--- src/rtl/ccyg_pkg.sv ---
// Shared types, constants and a helper function for the carrot-chase yaw guidance block.
package ccyg_pkg;

  // Datapath widths.
  localparam int unsigned DW = 40;   // CORDIC vector and position datapath
  localparam int unsigned AW = 21;   // angle accumulator
  localparam int unsigned QW = 13;   // unwrap turn count
  localparam int unsigned CFG_DW = 31;
  localparam int unsigned CFG_AW = 2;
  localparam int unsigned CORDIC_ITERATIONS_DEF = 16;

  // Angles in 2^-16 rad.
  localparam logic signed [AW-1:0] PI_Q      = AW'(205887);
  localparam logic signed [AW-1:0] HALF_PI_Q = AW'(102944);
  localparam logic [18:0]          TWO_PI_Q  = 19'd411775;
  localparam logic [29:0]          INV_GAIN  = 30'd652032874;

  // Turn count by reciprocal multiplication: estimate, then one correction step.
  localparam int unsigned DIV_STEPS   = 3;
  localparam int unsigned RECIP_SHIFT = 50;
  localparam logic [31:0] RECIP       = 32'((64'd1 << RECIP_SHIFT) / 64'(TWO_PI_Q));

  // Configuration register indexes and reset values.
  localparam logic [CFG_AW-1:0] REG_LOOKAHEAD = 2'd0;
  localparam logic [CFG_AW-1:0] REG_LEAD      = 2'd1;
  localparam logic [CFG_AW-1:0] REG_RADIUS    = 2'd2;
  localparam logic [30:0] LOOKAHEAD_RST = 31'd327680;
  localparam logic [17:0] LEAD_RST      = 18'd51472;
  localparam logic [30:0] RADIUS_RST    = 31'd655360;

  typedef enum logic [3:0] {
    OP_NONE,
    OP_LOAD,
    OP_ATAN_INIT,
    OP_ATAN_ITER,
    OP_ATAN_END,
    OP_ROT_INIT,
    OP_ROT_ITER,
    OP_GAIN_MUL,
    OP_GAIN_END,
    OP_CARROT,
    OP_UNWRAP_INIT,
    OP_DIV_STEP,
    OP_UNWRAP_END
  } op_e;

  // Operand selects; their meaning depends on the operation.
  localparam logic [1:0] SEL_SEG    = 2'd0;  // atan2: segment direction
  localparam logic [1:0] SEL_POS    = 2'd1;  // atan2 / rotate: position from anchor
  localparam logic [1:0] SEL_CARROT = 2'd2;  // atan2: carrot from position
  localparam logic [1:0] SEL_THETA  = 2'd0;  // atan end: store segment angle
  localparam logic [1:0] SEL_YAW    = 2'd1;  // atan end: store negated yaw
  localparam logic [1:0] SEL_GLEN   = 2'd2;  // rotate: gain-corrected length by theta
  localparam logic [1:0] SEL_CIRC   = 2'd3;  // rotate: radius by theta plus/minus lead
  localparam logic [1:0] SEL_X      = 2'd0;  // gain: x register
  localparam logic [1:0] SEL_LEN    = 2'd1;  // gain: |projection| plus lookahead
  localparam logic [1:0] SEL_RADIUS = 2'd2;  // gain: circle radius

  typedef struct packed {
    op_e        op;
    logic [1:0] sel;
  } cmd_t;

  typedef struct packed {
    logic circle;
  } status_t;

  function automatic logic [16:0] step_angle(input logic [4:0] i);
    logic [16:0] r;
    unique case (i)
      5'd0: r = 17'd51472;
      5'd1: r = 17'd30386;
      5'd2: r = 17'd16055;
      5'd3: r = 17'd8150;
      5'd4: r = 17'd4091;
      5'd5: r = 17'd2047;
      5'd6: r = 17'd1024;
      default: r = (i <= 5'd16) ? (17'd1 << (5'd16 - i)) : 17'd0;
    endcase
    return r;
  endfunction

endpackage

--- src/rtl/ccyg_ctrl.sv ---
// Sequencer that steps the guidance datapath through the CORDIC passes and the unwrap.
module ccyg_ctrl #(
  parameter int unsigned CORDIC_ITERATIONS = ccyg_pkg::CORDIC_ITERATIONS_DEF,
  parameter int unsigned CW = ($clog2(CORDIC_ITERATIONS) > 4) ? $clog2(CORDIC_ITERATIONS) : 4
) (
  input  logic              clk_i,
  input  logic              rst_ni,
  input  logic              in_valid_i,
  output logic              in_ready_o,
  output logic              out_valid_o,
  input  logic              out_ready_i,
  input  ccyg_pkg::status_t status_i,
  output ccyg_pkg::cmd_t    cmd_o,
  output logic [CW-1:0]     iter_o
);

  localparam logic [4:0] S_IDLE    = 5'd0;
  localparam logic [4:0] S_A1_INIT = 5'd1;
  localparam logic [4:0] S_A1_ITER = 5'd2;
  localparam logic [4:0] S_A1_END  = 5'd3;
  localparam logic [4:0] S_R1_INIT = 5'd4;
  localparam logic [4:0] S_R1_ITER = 5'd5;
  localparam logic [4:0] S_G1_MUL  = 5'd6;
  localparam logic [4:0] S_G1_END  = 5'd7;
  localparam logic [4:0] S_G2_MUL  = 5'd8;
  localparam logic [4:0] S_G2_END  = 5'd9;
  localparam logic [4:0] S_R2_INIT = 5'd10;
  localparam logic [4:0] S_R2_ITER = 5'd11;
  localparam logic [4:0] S_GC_MUL  = 5'd12;
  localparam logic [4:0] S_GC_END  = 5'd13;
  localparam logic [4:0] S_RC_INIT = 5'd14;
  localparam logic [4:0] S_RC_ITER = 5'd15;
  localparam logic [4:0] S_CARROT  = 5'd16;
  localparam logic [4:0] S_A2_INIT = 5'd17;
  localparam logic [4:0] S_A2_ITER = 5'd18;
  localparam logic [4:0] S_A2_END  = 5'd19;
  localparam logic [4:0] S_U_INIT  = 5'd20;
  localparam logic [4:0] S_U_DIV   = 5'd21;
  localparam logic [4:0] S_U_END   = 5'd22;

  localparam logic [CW-1:0] ITER_LAST = CW'(CORDIC_ITERATIONS - 1);
  localparam logic [CW-1:0] DIV_LAST  = CW'(ccyg_pkg::DIV_STEPS - 1);

  logic [4:0]    state_q, state_d;
  logic [CW-1:0] cnt_q, cnt_d;
  logic          out_valid_q, out_valid_d;
  logic          out_free;

  assign out_free    = !out_valid_q || out_ready_i;
  assign in_ready_o  = (state_q == S_IDLE);
  assign out_valid_o = out_valid_q;
  assign iter_o      = cnt_q;

  always_comb begin
    state_d     = state_q;
    cnt_d       = cnt_q;
    out_valid_d = out_valid_q && !out_ready_i;
    cmd_o.op    = ccyg_pkg::OP_NONE;
    cmd_o.sel   = ccyg_pkg::SEL_SEG;
    unique case (state_q)
      S_IDLE: begin
        if (in_valid_i) begin
          cmd_o.op = ccyg_pkg::OP_LOAD;
          state_d  = S_A1_INIT;
        end
      end
      S_A1_INIT: begin
        cmd_o.op  = ccyg_pkg::OP_ATAN_INIT;
        cmd_o.sel = status_i.circle ? ccyg_pkg::SEL_POS : ccyg_pkg::SEL_SEG;
        cnt_d     = '0;
        state_d   = S_A1_ITER;
      end
      S_A1_ITER: begin
        cmd_o.op = ccyg_pkg::OP_ATAN_ITER;
        cnt_d    = cnt_q + 1'b1;
        if (cnt_q == ITER_LAST) state_d = S_A1_END;
      end
      S_A1_END: begin
        cmd_o.op  = ccyg_pkg::OP_ATAN_END;
        cmd_o.sel = ccyg_pkg::SEL_THETA;
        state_d   = status_i.circle ? S_GC_MUL : S_R1_INIT;
      end
      S_R1_INIT: begin
        cmd_o.op  = ccyg_pkg::OP_ROT_INIT;
        cmd_o.sel = ccyg_pkg::SEL_POS;
        cnt_d     = '0;
        state_d   = S_R1_ITER;
      end
      S_R1_ITER: begin
        cmd_o.op = ccyg_pkg::OP_ROT_ITER;
        cnt_d    = cnt_q + 1'b1;
        if (cnt_q == ITER_LAST) state_d = S_G1_MUL;
      end
      S_G1_MUL: begin
        cmd_o.op  = ccyg_pkg::OP_GAIN_MUL;
        cmd_o.sel = ccyg_pkg::SEL_X;
        state_d   = S_G1_END;
      end
      S_G1_END: begin
        cmd_o.op = ccyg_pkg::OP_GAIN_END;
        state_d  = S_G2_MUL;
      end
      S_G2_MUL: begin
        cmd_o.op  = ccyg_pkg::OP_GAIN_MUL;
        cmd_o.sel = ccyg_pkg::SEL_LEN;
        state_d   = S_G2_END;
      end
      S_G2_END: begin
        cmd_o.op = ccyg_pkg::OP_GAIN_END;
        state_d  = S_R2_INIT;
      end
      S_R2_INIT: begin
        cmd_o.op  = ccyg_pkg::OP_ROT_INIT;
        cmd_o.sel = ccyg_pkg::SEL_GLEN;
        cnt_d     = '0;
        state_d   = S_R2_ITER;
      end
      S_R2_ITER: begin
        cmd_o.op = ccyg_pkg::OP_ROT_ITER;
        cnt_d    = cnt_q + 1'b1;
        if (cnt_q == ITER_LAST) state_d = S_CARROT;
      end
      S_GC_MUL: begin
        cmd_o.op  = ccyg_pkg::OP_GAIN_MUL;
        cmd_o.sel = ccyg_pkg::SEL_RADIUS;
        state_d   = S_GC_END;
      end
      S_GC_END: begin
        cmd_o.op = ccyg_pkg::OP_GAIN_END;
        state_d  = S_RC_INIT;
      end
      S_RC_INIT: begin
        cmd_o.op  = ccyg_pkg::OP_ROT_INIT;
        cmd_o.sel = ccyg_pkg::SEL_CIRC;
        cnt_d     = '0;
        state_d   = S_RC_ITER;
      end
      S_RC_ITER: begin
        cmd_o.op = ccyg_pkg::OP_ROT_ITER;
        cnt_d    = cnt_q + 1'b1;
        if (cnt_q == ITER_LAST) state_d = S_CARROT;
      end
      S_CARROT: begin
        cmd_o.op = ccyg_pkg::OP_CARROT;
        state_d  = S_A2_INIT;
      end
      S_A2_INIT: begin
        cmd_o.op  = ccyg_pkg::OP_ATAN_INIT;
        cmd_o.sel = ccyg_pkg::SEL_CARROT;
        cnt_d     = '0;
        state_d   = S_A2_ITER;
      end
      S_A2_ITER: begin
        cmd_o.op = ccyg_pkg::OP_ATAN_ITER;
        cnt_d    = cnt_q + 1'b1;
        if (cnt_q == ITER_LAST) state_d = S_A2_END;
      end
      S_A2_END: begin
        cmd_o.op  = ccyg_pkg::OP_ATAN_END;
        cmd_o.sel = ccyg_pkg::SEL_YAW;
        state_d   = S_U_INIT;
      end
      S_U_INIT: begin
        cmd_o.op = ccyg_pkg::OP_UNWRAP_INIT;
        cnt_d    = '0;
        state_d  = S_U_DIV;
      end
      S_U_DIV: begin
        cmd_o.op = ccyg_pkg::OP_DIV_STEP;
        cnt_d    = cnt_q + 1'b1;
        if (cnt_q == DIV_LAST) state_d = S_U_END;
      end
      S_U_END: begin
        // The last-yaw register is also the output data, so it only moves once
        // the previous item has left.
        if (out_free) begin
          cmd_o.op    = ccyg_pkg::OP_UNWRAP_END;
          out_valid_d = 1'b1;
          state_d     = S_IDLE;
        end
      end
      default: state_d = S_IDLE;
    endcase
  end

  always_ff @(posedge clk_i or negedge rst_ni) begin
    if (!rst_ni) begin
      state_q     <= S_IDLE;
      cnt_q       <= '0;
      out_valid_q <= 1'b0;
    end else begin
      state_q     <= state_d;
      cnt_q       <= cnt_d;
      out_valid_q <= out_valid_d;
    end
  end

endmodule

--- config.mk ---
export PLATFORM = sky130hd
export DESIGN_NAME = ccyg_ctrl
export DESIGN_NICKNAME = d
export VERILOG_FILES = /design/src/rtl/ccyg_pkg.sv /design/src/rtl/ccyg_ctrl.sv
export SDC_FILE = /design/constraint.sdc
export NUM_CORES = 1
export LEC_CHECK = 0
export BUFFER_PORTS_ARGS = -buffer_cell sky130_fd_sc_hd__clkbuf_2
export CORE_UTILIZATION = 40
export CTS_CLUSTER_SIZE = 12
export DETAILED_ROUTE_END_ITERATION = 7
export PLACE_DENSITY = 0.66
export SYNTH_ARGS = -nofsm -noshare
export SYNTH_HDL_FRONTEND = slang
export SYNTH_SLANG_ARGS = --single-unit
export TNS_END_PERCENT = 1
--- constraint.sdc ---
create_clock -name clk_i -period 1.85 [get_ports clk_i]
set_input_delay 0.185 -clock clk_i [delete_from_list [all_inputs] [get_ports clk_i]]
set_output_delay 0.185 -clock clk_i [all_outputs]
set_load 0.02 [all_outputs]
==> flow_summary.json, run 1 <==
{
  "violations": "setup timing",
  "sequentialPowerShare_pct": 15.3,
  "ys.flop_type": "dfrtp_1",
  "clock_latency_ps": 270,
  "cts_max_path_buffers": 2,
  "dp_slack_ps": 87.0,
  "grt_start_max_net_pins": 15,
  "internal-power_mw": 1.33,
  "ys_ff_latch": 10,
  "nNetsFinal": 157,
  "combPwrFrac_pct": 76.8,
  "synth_edf_count": 0,
  "start_kind": "flip-flop",
  "critPathRequiredTime_ps": 2000,
  "synth.avg_cell_area_sq_um": 7.78,
  "placed_cell_area_sq_mm": 0.00111,
  "cp.arrival_ps": 2010,
  "start_util_pct": 42.5,
  "ys_seq_area_share_pct": 26.6,
  "drt_iter0_drc": 31,
  "grt_overflow": 0,
  "setup_viol": 1,
  "slew_viol_final": 0,
  "fin_ws_ps": -4.09,
  "grt_pass1_vias": 896,
  "ff2ff_setup_slack_ps": -4,
  "final_antenna_net_count": 0,
  "p_leak_nw": 0.554,
  "use_met1_pct": 24.1,
  "fin_util_pct": 56.3,
  "fin_setup_tns_ps": -4.09,
  "holdWs_ps": 256,
  "critPathKind": "reg -> reg",
  "wire_per_inst_um": 14.3,
  "met3_usage_pct": 4.55,
  "die_y_um": 50.5,
  "min_period_ps": 1850,
  "worstHoldPathType": "in -> reg",
  "relSlewSlack_pct": 78.8,
  "grt_use_total_pct": 20.6,
  "finClkSkew_ps": 3.39,
  "core_sq_mm": 0.00221,
  "critPathLaunch": "state_q[0]",
  "rsz0062_at_grt": "yes",
  "endpoint_kind": "flip-flop",
  "cts_root_buf": "clkbuf_4",
  "synthDistinctLibCells": 44,
  "final_cell_mix": "19 x buf_4, 11 x nand2_1, 11 x clkbuf_2",
  "wl_um": 2530,
  "crit_path_end": "state_q[0]",
  "htreeDepth": 1,
  "portBuffers": 16,
  "tightest_slew_ps": 317,
  "diodes": 0,
  "finalNonFillerCells": 177,
  "reg2reg_from": "state_q[0]",
  "dr.pass1.iters": 4,
  "yosysWarnings": 0,
  "dieWidth_um": 50.5,
  "timing.final.crit_share_pct": 100,
  "io_pins": 17,
  "switching_share_pct": 48.0,
  "p_per_area_mw_per_mm2": 2050,
  "fmaxAchievable_ghz": 0.539,
  "grt_pass1_wl_um": 4000,
  "async_flop_share_pct": 100,
  "cts_buffers": 3,
  "layout_commonest_cell": "buf_4",
  "clkPwrFrac_pct": 8.0,
  "netlist_area_sq_um": 941,
  "syn_to_final_growth_pct": 32.4,
  "reg2reg_depth": 5,
  "clk_pin_slew_ps": 70,
  "cts_num_sinks": 10,
  "dp_cells": 169,
  "row_count": 17,
  "synth_nets": 128,
  "stdcell_area_sq_mm": 0.00125,
  "crit_path_max_fanout": 5,
  "busiest_layer": "met2",
  "grt_antenna_before_repair": 0,
  "place_hpwl_um": 1790,
  "synth_cells": 121,
  "crit-reg2reg-capture": "state_q[0]",
  "p_total_mw": 2.56,
  "finalHoldViolCount": 0,
  "die-area_sq_mm": 0.00255,
  "switchingPower_mw": 1.23,
  "outcome": "complete, but fails checks",
  "tritoncts": "built",
  "ir_drop_v": 0.000991,
  "maxCapViolCount": 0,
  "vias_per_cell": 5.64,
  "vias": 999,
  "grt_use_met2_pct": 39.3,
  "drive_gt1_share_pct": 34.9,
  "drc_errors": 0,
  "routabilityCongestion": 0.835
}
[logic make-up (layout without fill, tap and decap cells)]
group | after synthesis | after routing | synth area share (%)
compound gates | 37 | 37 | 27.1
xor+xnor | 2 | 2 | 1.86
fa+ha+maj | 2 | 2 | 2.66
buf+inv | 13 | 41 | 6.92
flops | 10 | 10 | 26.6
mux | 2 | 2 | 2.66
simple gates | 55 | 55 | 32.2
[worst max-delay path, cell delays in order, from the launching register on]
cell and delay (ps):
dfrtp_1 380, buf_4 150, and4b_4 220, a211o_1 290
a2111oi_4 360, mux2_4 340
[state kept, by name, indices dropped and copies added (netlist names)]
name / count
iter_o: 4
state_q: 5
out_valid_o: 1
[metal layers]
metal	wire length, um	vias up	share of wire, %
met3	74	2	2.9
met5	0	-	0
met4	17	0	0.67
li1	-	493	-
met2	1330	23	53
met1	1100	481	44
[cell usage after synthesis (all sizes together) (2+ instances only)]
| master | n | area [sq um] |
|---|---|---|
| or3 | 2 | 12.5 |
| clkbuf | 3 | 11.3 |
| buf | 8 | 46.3 |
| a21oi | 10 | 50.1 |
| inv | 2 | 7.51 |
| a211o | 2 | 17.5 |
| ha | 2 | 25.0 |
| nor3 | 3 | 15.0 |
| nand2 | 11 | 41.3 |
| nor4 | 2 | 18.8 |
| o21ai | 7 | 35.0 |
| nand3 | 4 | 20.0 |
| nor2 | 11 | 41.3 |
| a31oi | 2 | 12.5 |
| o22ai | 6 | 37.5 |
| nor2b | 10 | 62.6 |
| nand2b | 3 | 18.8 |
| o21a | 2 | 15.0 |
| dfrtp | 10 | 250 |
[area by class of cell]
class | instances | area [sq um]
fillers | 215 | 966
clock buffers | 4 | 36.3
multi-input cells | 98 | 669
flip-flops and latches | 10 | 251
inverters | 2 | 7.51
repair buffers | 35 | 246
well taps | 28 | 35.0
[power groups by stage]
stage                     logic [mW]  registers, mW  clock network (mW)
after floorplan                 1.22          0.407                   0
after global placement          1.66          0.407                   0
after detailed placement        1.69          0.414                   0
after CTS                       1.82          0.384               0.213
after global routing            2.13          0.404               0.223
final                           1.97          0.390               0.204
[how the worst min path moves through the flow]
stage,start,to,slack [ps],cells after the start
final,out_ready_i,out_valid_o,260,3
after detailed placement,rst_ni,out_valid_o,80,1
after floorplan,rst_ni,iter_o[0],-110,0
after CTS,out_ready_i,out_valid_o,250,3
after global placement,rst_ni,out_valid_o,70,1
after global routing,out_ready_i,out_valid_o,280,3
[what timing repair did]
item / in CTS / in global routing
gates resized for setup: 5 / 19
endpoints found under the setup margin: 2 / 9
endpoints found under the hold margin: 10 / 0
hold buffers: 1 / 0
pin swaps: 1 / 2
buffers inserted: 3 / 0
No activity file was read; power rests on OpenSTA's default activity.
==> inputs of run 2 (changes only) <==
--- a/config.mk
+++ b/config.mk
@@ -9,7 +9,7 @@
 export CORE_UTILIZATION = 40
 export CTS_CLUSTER_SIZE = 12
 export DETAILED_ROUTE_END_ITERATION = 7
-export PLACE_DENSITY = 0.66
+export PLACE_DENSITY_LB_ADDON = 0.05
 export SYNTH_ARGS = -nofsm -noshare
 export SYNTH_HDL_FRONTEND = slang
 export SYNTH_SLANG_ARGS = --single-unit
==> flow_summary.json, run 2 (synthesis results as in run 1) <==
{
  "die-area_sq_mm": 0.00255,
  "relSlewSlack_pct": 76.5,
  "endpoint_kind": "output pin",
  "combPwrFrac_pct": 77.4,
  "maxCapViolCount": 0,
  "core_sq_mm": 0.00221,
  "ff2ff_setup_slack_ps": -10,
  "critPathLaunch": "state_q[1]",
  "start_util_pct": 42.5,
  "fmaxAchievable_ghz": 0.535,
  "clock_latency_ps": 270,
  "vias_per_cell": 5.55,
  "row_count": 17,
  "cts_root_buf": "clkbuf_4",
  "finalHoldViolCount": 0,
  "sequentialPowerShare_pct": 15.0,
  "final_antenna_net_count": 0,
  "dieWidth_um": 50.5,
  "start_kind": "flip-flop",
  "dp_cells": 171,
  "ir_drop_v": 0.00104,
  "timing.final.crit_share_pct": 101,
  "critPathKind": "reg -> out",
  "io_pins": 17,
  "diodes": 0,
  "layout_commonest_cell": "buf_4",
  "min_delay_path_depth": 3,
  "largest_register": "state_q",
  "grt_overflow": 0,
  "slew_viol_final": 0,
  "grt_antenna_before_repair": 0,
  "syn_to_final_growth_pct": 38.7,
  "cpPeakStageDelay_ps": 430,
  "clk_pin_slew_ps": 70,
  "worstHoldPathType": "in -> reg",
  "internal-power_mw": 1.45,
  "dr.pass1.iters": 4,
  "tightest_slew_ps": 352,
  "hold_path_end": "out_valid_o",
  "switchingPower_mw": 1.25,
  "grt_start_max_net_pins": 16,
  "grt_pass1_vias": 922,
  "vias": 1038,
  "setup_viol": 3,
  "die_y_um": 50.5,
  "cp.arrival_ps": 1690,
  "p_leak_nw": 0.597,
  "cts_buffers": 3,
  "reg2reg_depth": 5,
  "reg2reg_from": "state_q[1]",
  "p_per_area_mw_per_mm2": 2070,
  "clkPwrFrac_pct": 7.6,
  "rsz0062_at_grt": "yes",
  "routabilityCongestion": 0.811,
  "violations": "setup timing",
  "largest_register_ffs": 5,
  "place_hpwl_um": 1770,
  "wire_per_inst_um": 13.9,
  "drt_iter0_drc": 21,
  "path_cells": "buf_6, buf_4, nand2b_1, a21oi_2, a21oi_1, nor2_1, buf_2",
  "portBuffers": 16,
  "finClkSkew_ps": 2.34,
  "cts_max_path_buffers": 2,
  "finalNonFillerCells": 187,
  "hold_start": "out_ready_i",
  "critPathRequiredTime_ps": 1660,
  "wl_um": 2600,
  "htreeDepth": 1,
  "cts_num_sinks": 10,
  "p_total_mw": 2.70,
  "grt_use_total_pct": 22.9,
  "crit-reg2reg-capture": "state_q[0]",
  "nNetsFinal": 167,
  "tritoncts": "built",
  "crit_path_max_fanout": 7,
  "switching_share_pct": 46.2,
  "outcome": "complete, but fails checks",
  "drive_gt1_share_pct": 38.4,
  "drc_errors": 0,
  "final_cell_mix": "22 x buf_4, 11 x nor2_1, 11 x nand2_1, 11 x clkbuf_2",
  "min_period_ps": 1870,
  "fin_ws_ps": -20.8,
  "grt_pass1_wl_um": 4390,
  "critPathSlowestCell": "dfrtp_2"
}
==> run 2: cell count changes in the layout (fill, tap and decap cells not counted), moves of 2 or more <==
cell	delta
buf_2	+2
dfrtp_2	+2
dfrtp_1	-2
buf_4	+3
buf_6	+4
==> run 2: power groups by stage <==
stage | clock [mW] | combinational (mW) | sequential, mW
floorplan | 0 | 1.22 | 0.407
global route | 0.221 | 2.26 | 0.422
detailed placement | 0 | 1.70 | 0.443
finish | 0.206 | 2.09 | 0.406
global placement | 0 | 1.68 | 0.446
CTS | 0.211 | 1.98 | 0.414
==> run 2: stage by stage <==
step / area (sq um) / hold WS [ps] / TNS [ps] / worst slack (ps) / utilization (%)
2_1_floorplan: 941 / -111 / 0 / 50.8 / -
3_3_place_gp: 1130 / 68.9 / 0 / 67.2 / 50.9
3_5_place_dp: 1130 / 68.4 / 0 / 48.0 / 50.9
4_1_cts: 1270 / 254 / -40.4 / -16.4 / 57.6
5_1_grt: 1310 / 300 / -483 / -94.4 / 59.0
6_report: 1310 / 257 / -49.4 / -20.8 / 59.0
==> run 2: routing by layer <==
layer | track usage (%) | share of wire (%) | up-vias
met4 | 3.24 | 0.077 | 0
met2 | 39.1 | 50 | 42
met1 | 29.4 | 43 | 483
met5 | 0 | 0 | -
met3 | 5.76 | 6.4 | 2
li1 | - | - | 511
==> run 2: how the worst max path moves through the flow <==
stage / to / slack (ps) / cells after the start
final: cmd_o[2] / -20 / 7
after global routing: state_q[0] / -90 / 5
after CTS: cmd_o[3] / -20 / 5
after detailed placement: state_q[0] / 50 / 4
after global placement: cmd_o[3] / 70 / 5
after floorplan: state_q[0] / 50 / 5
==> run 2: worst max-delay path, delay by kind of cell (launching register included) <==
family | cells | cell delay (ps)
buffers and inverters | 3 | 440
and+or+nand+nor | 2 | 300
AOI/OAI and AO/OA | 2 | 250
DFF | 1 | 430
==> run 2: layout make-up <==
cell class,instances,area [sq um]
Fill cell,216,907
Multi-Input combinational cell,98,641
Timing Repair Buffer,45,332
Sequential cell,10,254
Clock buffer,4,36.3
Tap cell,28,35.0
Inverter,2,7.51
==> run 2: repair_timing <==
item                                   4_1_cts  5_1_grt
endpoints found under the hold margin       10        0
pin swaps                                    2        2
hold buffers                                 1        0
setup endpoints to repair                    2       10
setup buffers                                9        2
gates resized for setup                     12        9
==> inputs of run 3 (changes only) <==
--- a/config.mk
+++ b/config.mk
@@ -6,7 +6,7 @@
 export NUM_CORES = 1
 export LEC_CHECK = 0
 export BUFFER_PORTS_ARGS = -buffer_cell sky130_fd_sc_hd__clkbuf_2
-export CORE_UTILIZATION = 40
+export CORE_UTILIZATION = 49
 export CTS_CLUSTER_SIZE = 12
 export DETAILED_ROUTE_END_ITERATION = 7
 export PLACE_DENSITY_LB_ADDON = 0.05
==> flow_summary.json, run 3 (synthesis results as in run 1) <==
{
  "wire_per_inst_um": 14.0,
  "portBuffers": 16,
  "crit-reg2reg-capture": "state_q[0]",
  "largest_register": "state_q",
  "die-area_sq_mm": 0.00210,
  "tightest_slew_ps": 336,
  "row_count": 15,
  "grt_pass1_wl_um": 3840,
  "grt_use_total_pct": 25.6,
  "wl_um": 2430,
  "maxCapViolCount": 0,
  "internal-power_mw": 1.37,
  "cpPeakStageDelay_ps": 430,
  "critPathRequiredTime_ps": 2000,
  "nNetsFinal": 157,
  "grt_start_max_net_pins": 21,
  "dieWidth_um": 45.8,
  "layout_commonest_cell": "clkbuf_2",
  "violations": "setup timing",
  "tritoncts": "built",
  "start_util_pct": 53.3,
  "grt_pass1_vias": 857,
  "cts_max_path_buffers": 2,
  "final_cell_mix": "14 x clkbuf_2, 12 x buf_4, 11 x nor2_1, 11 x nand2_1, 10 x a21oi_1",
  "slew_viol_final": 0,
  "sequentialPowerShare_pct": 16.7,
  "ff2ff_setup_slack_ps": -20,
  "hold_start": "out_ready_i",
  "p_leak_nw": 0.560,
  "drc_errors": 0,
  "rsz0062_at_grt": "yes",
  "critPathKind": "reg -> reg",
  "vias_per_cell": 5.71,
  "critPathSlowestCell": "dfrtp_2",
  "switchingPower_mw": 1.20,
  "switching_share_pct": 46.8,
  "hold_path_end": "out_valid_o",
  "dp_cells": 163,
  "p_per_area_mw_per_mm2": 2070,
  "fmaxAchievable_ghz": 0.534,
  "drive_gt1_share_pct": 33.1,
  "fin_ws_ps": -23.1,
  "clkPwrFrac_pct": 5.5,
  "min_period_ps": 1870,
  "clk_pin_slew_ps": 60,
  "relSlewSlack_pct": 77.6,
  "path_cells": "buf_4, nor3b_1, a211o_1, a2111oi_4, mux2_4",
  "endpoint_kind": "flip-flop",
  "grt_antenna_before_repair": 0,
  "start_kind": "flip-flop",
  "min_delay_path_depth": 3,
  "dp_slack_ps": 55.1,
  "cp.arrival_ps": 2030,
  "syn_to_final_growth_pct": 32.2,
  "combPwrFrac_pct": 77.8,
  "cts_num_sinks": 10,
  "reg2reg_depth": 5,
  "finalNonFillerCells": 173,
  "reg2reg_from": "state_q[2]",
  "htreeDepth": 1,
  "cts_root_buf": "clkbuf_4",
  "setup_viol": 2,
  "final_antenna_net_count": 0,
  "grt_overflow": 0,
  "core_sq_mm": 0.00176,
  "worstHoldPathType": "in -> reg",
  "finalHoldViolCount": 0,
  "diodes": 0,
  "clock_latency_ps": 270,
  "ir_drop_v": 0.00118,
  "fin_util_pct": 70.5,
  "cts_buffers": 3,
  "place_hpwl_um": 1710,
  "io_pins": 17,
  "die_y_um": 45.8,
  "timing.final.crit_share_pct": 101,
  "finClkSkew_ps": 10.2,
  "largest_register_ffs": 5,
  "crit_path_max_fanout": 4,
  "dr.pass1.iters": 4,
  "vias": 988,
  "routabilityCongestion": 0.795,
  "outcome": "complete, but fails checks",
  "drt_iter0_drc": 31,
  "p_total_mw": 2.57
}
run 3: cell count changes in the layout (fill, tap and decap cells not counted), moves of 2 or more:
cell	delta
buf_6	-4
clkbuf_2	+3
buf_2	-3
buf_4	-10
buf_12	+2
run 3: timing repair:
item | in CTS | in global routing
cloned | 1 | 0
hold buffers | 1 | 0
pin swaps | 1 | 1
endpoints found under the setup margin | 2 | 10
resized for setup | 10 | 2
setup buffers | 5 | 0
endpoints found under the hold margin | 10 | 0
run 3: layout make-up:
type                       instances  area (sq um)
fill                             159           520
timing repair buffer              35           292
multi-input combinational         98           636
sequential                        10           255
inverter                           2          7.51
clock buffer                       3          22.5
tap                               25          31.3
run 3: critical path: cells and delay by family, from the launching register on:
family,cells,cell delay [ps]
flops,1,430
buf+inv,1,160
simple gates,1,130
mux,1,330
compound gates,2,710
run 3: layer usage:
| layer | vias up | global-route usage [%] | share of wire [%] |
|---|---|---|---|
| met5 | - | 0 | 0 |
| met4 | 0 | 8.24 | 1.0 |
| met3 | 4 | 7.54 | 5.2 |
| met2 | 31 | 35.7 | 47 |
| met1 | 458 | 37.4 | 47 |
| li1 | 495 | - | - |
run 3: worst max-delay path by stage:
stage	startpoint	to	cells after the start
5_1_grt	state_q[0]	cmd_o[3]	7
3_5_place_dp	state_q[0]	state_q[0]	4
2_1_floorplan	state_q[0]	state_q[0]	5
3_3_place_gp	state_q[0]	state_q[0]	4
6_report	state_q[2]	state_q[0]	5
4_1_cts	state_q[0]	state_q[0]	5
run 3: metrics by stage:
stage	cell area, sq um	setup TNS, ps	hold slack [ps]
after floorplan	941	0	-111
after global placement	1110	0	63.3
after detailed placement	1110	0	63.1
after CTS	1240	-48.0	248
after global routing	1240	-540	262
final	1240	-27.6	251
run 3: power by group through the flow:
stage / logic (mW) / clock network, mW / registers [mW]
after floorplan: 1.22 / 0 / 0.407
after global placement: 1.68 / 0 / 0.430
after detailed placement: 1.71 / 0 / 0.439
after CTS: 1.96 / 0.149 / 0.421
after global routing: 2.17 / 0.156 / 0.441
final: 2.00 / 0.142 / 0.429
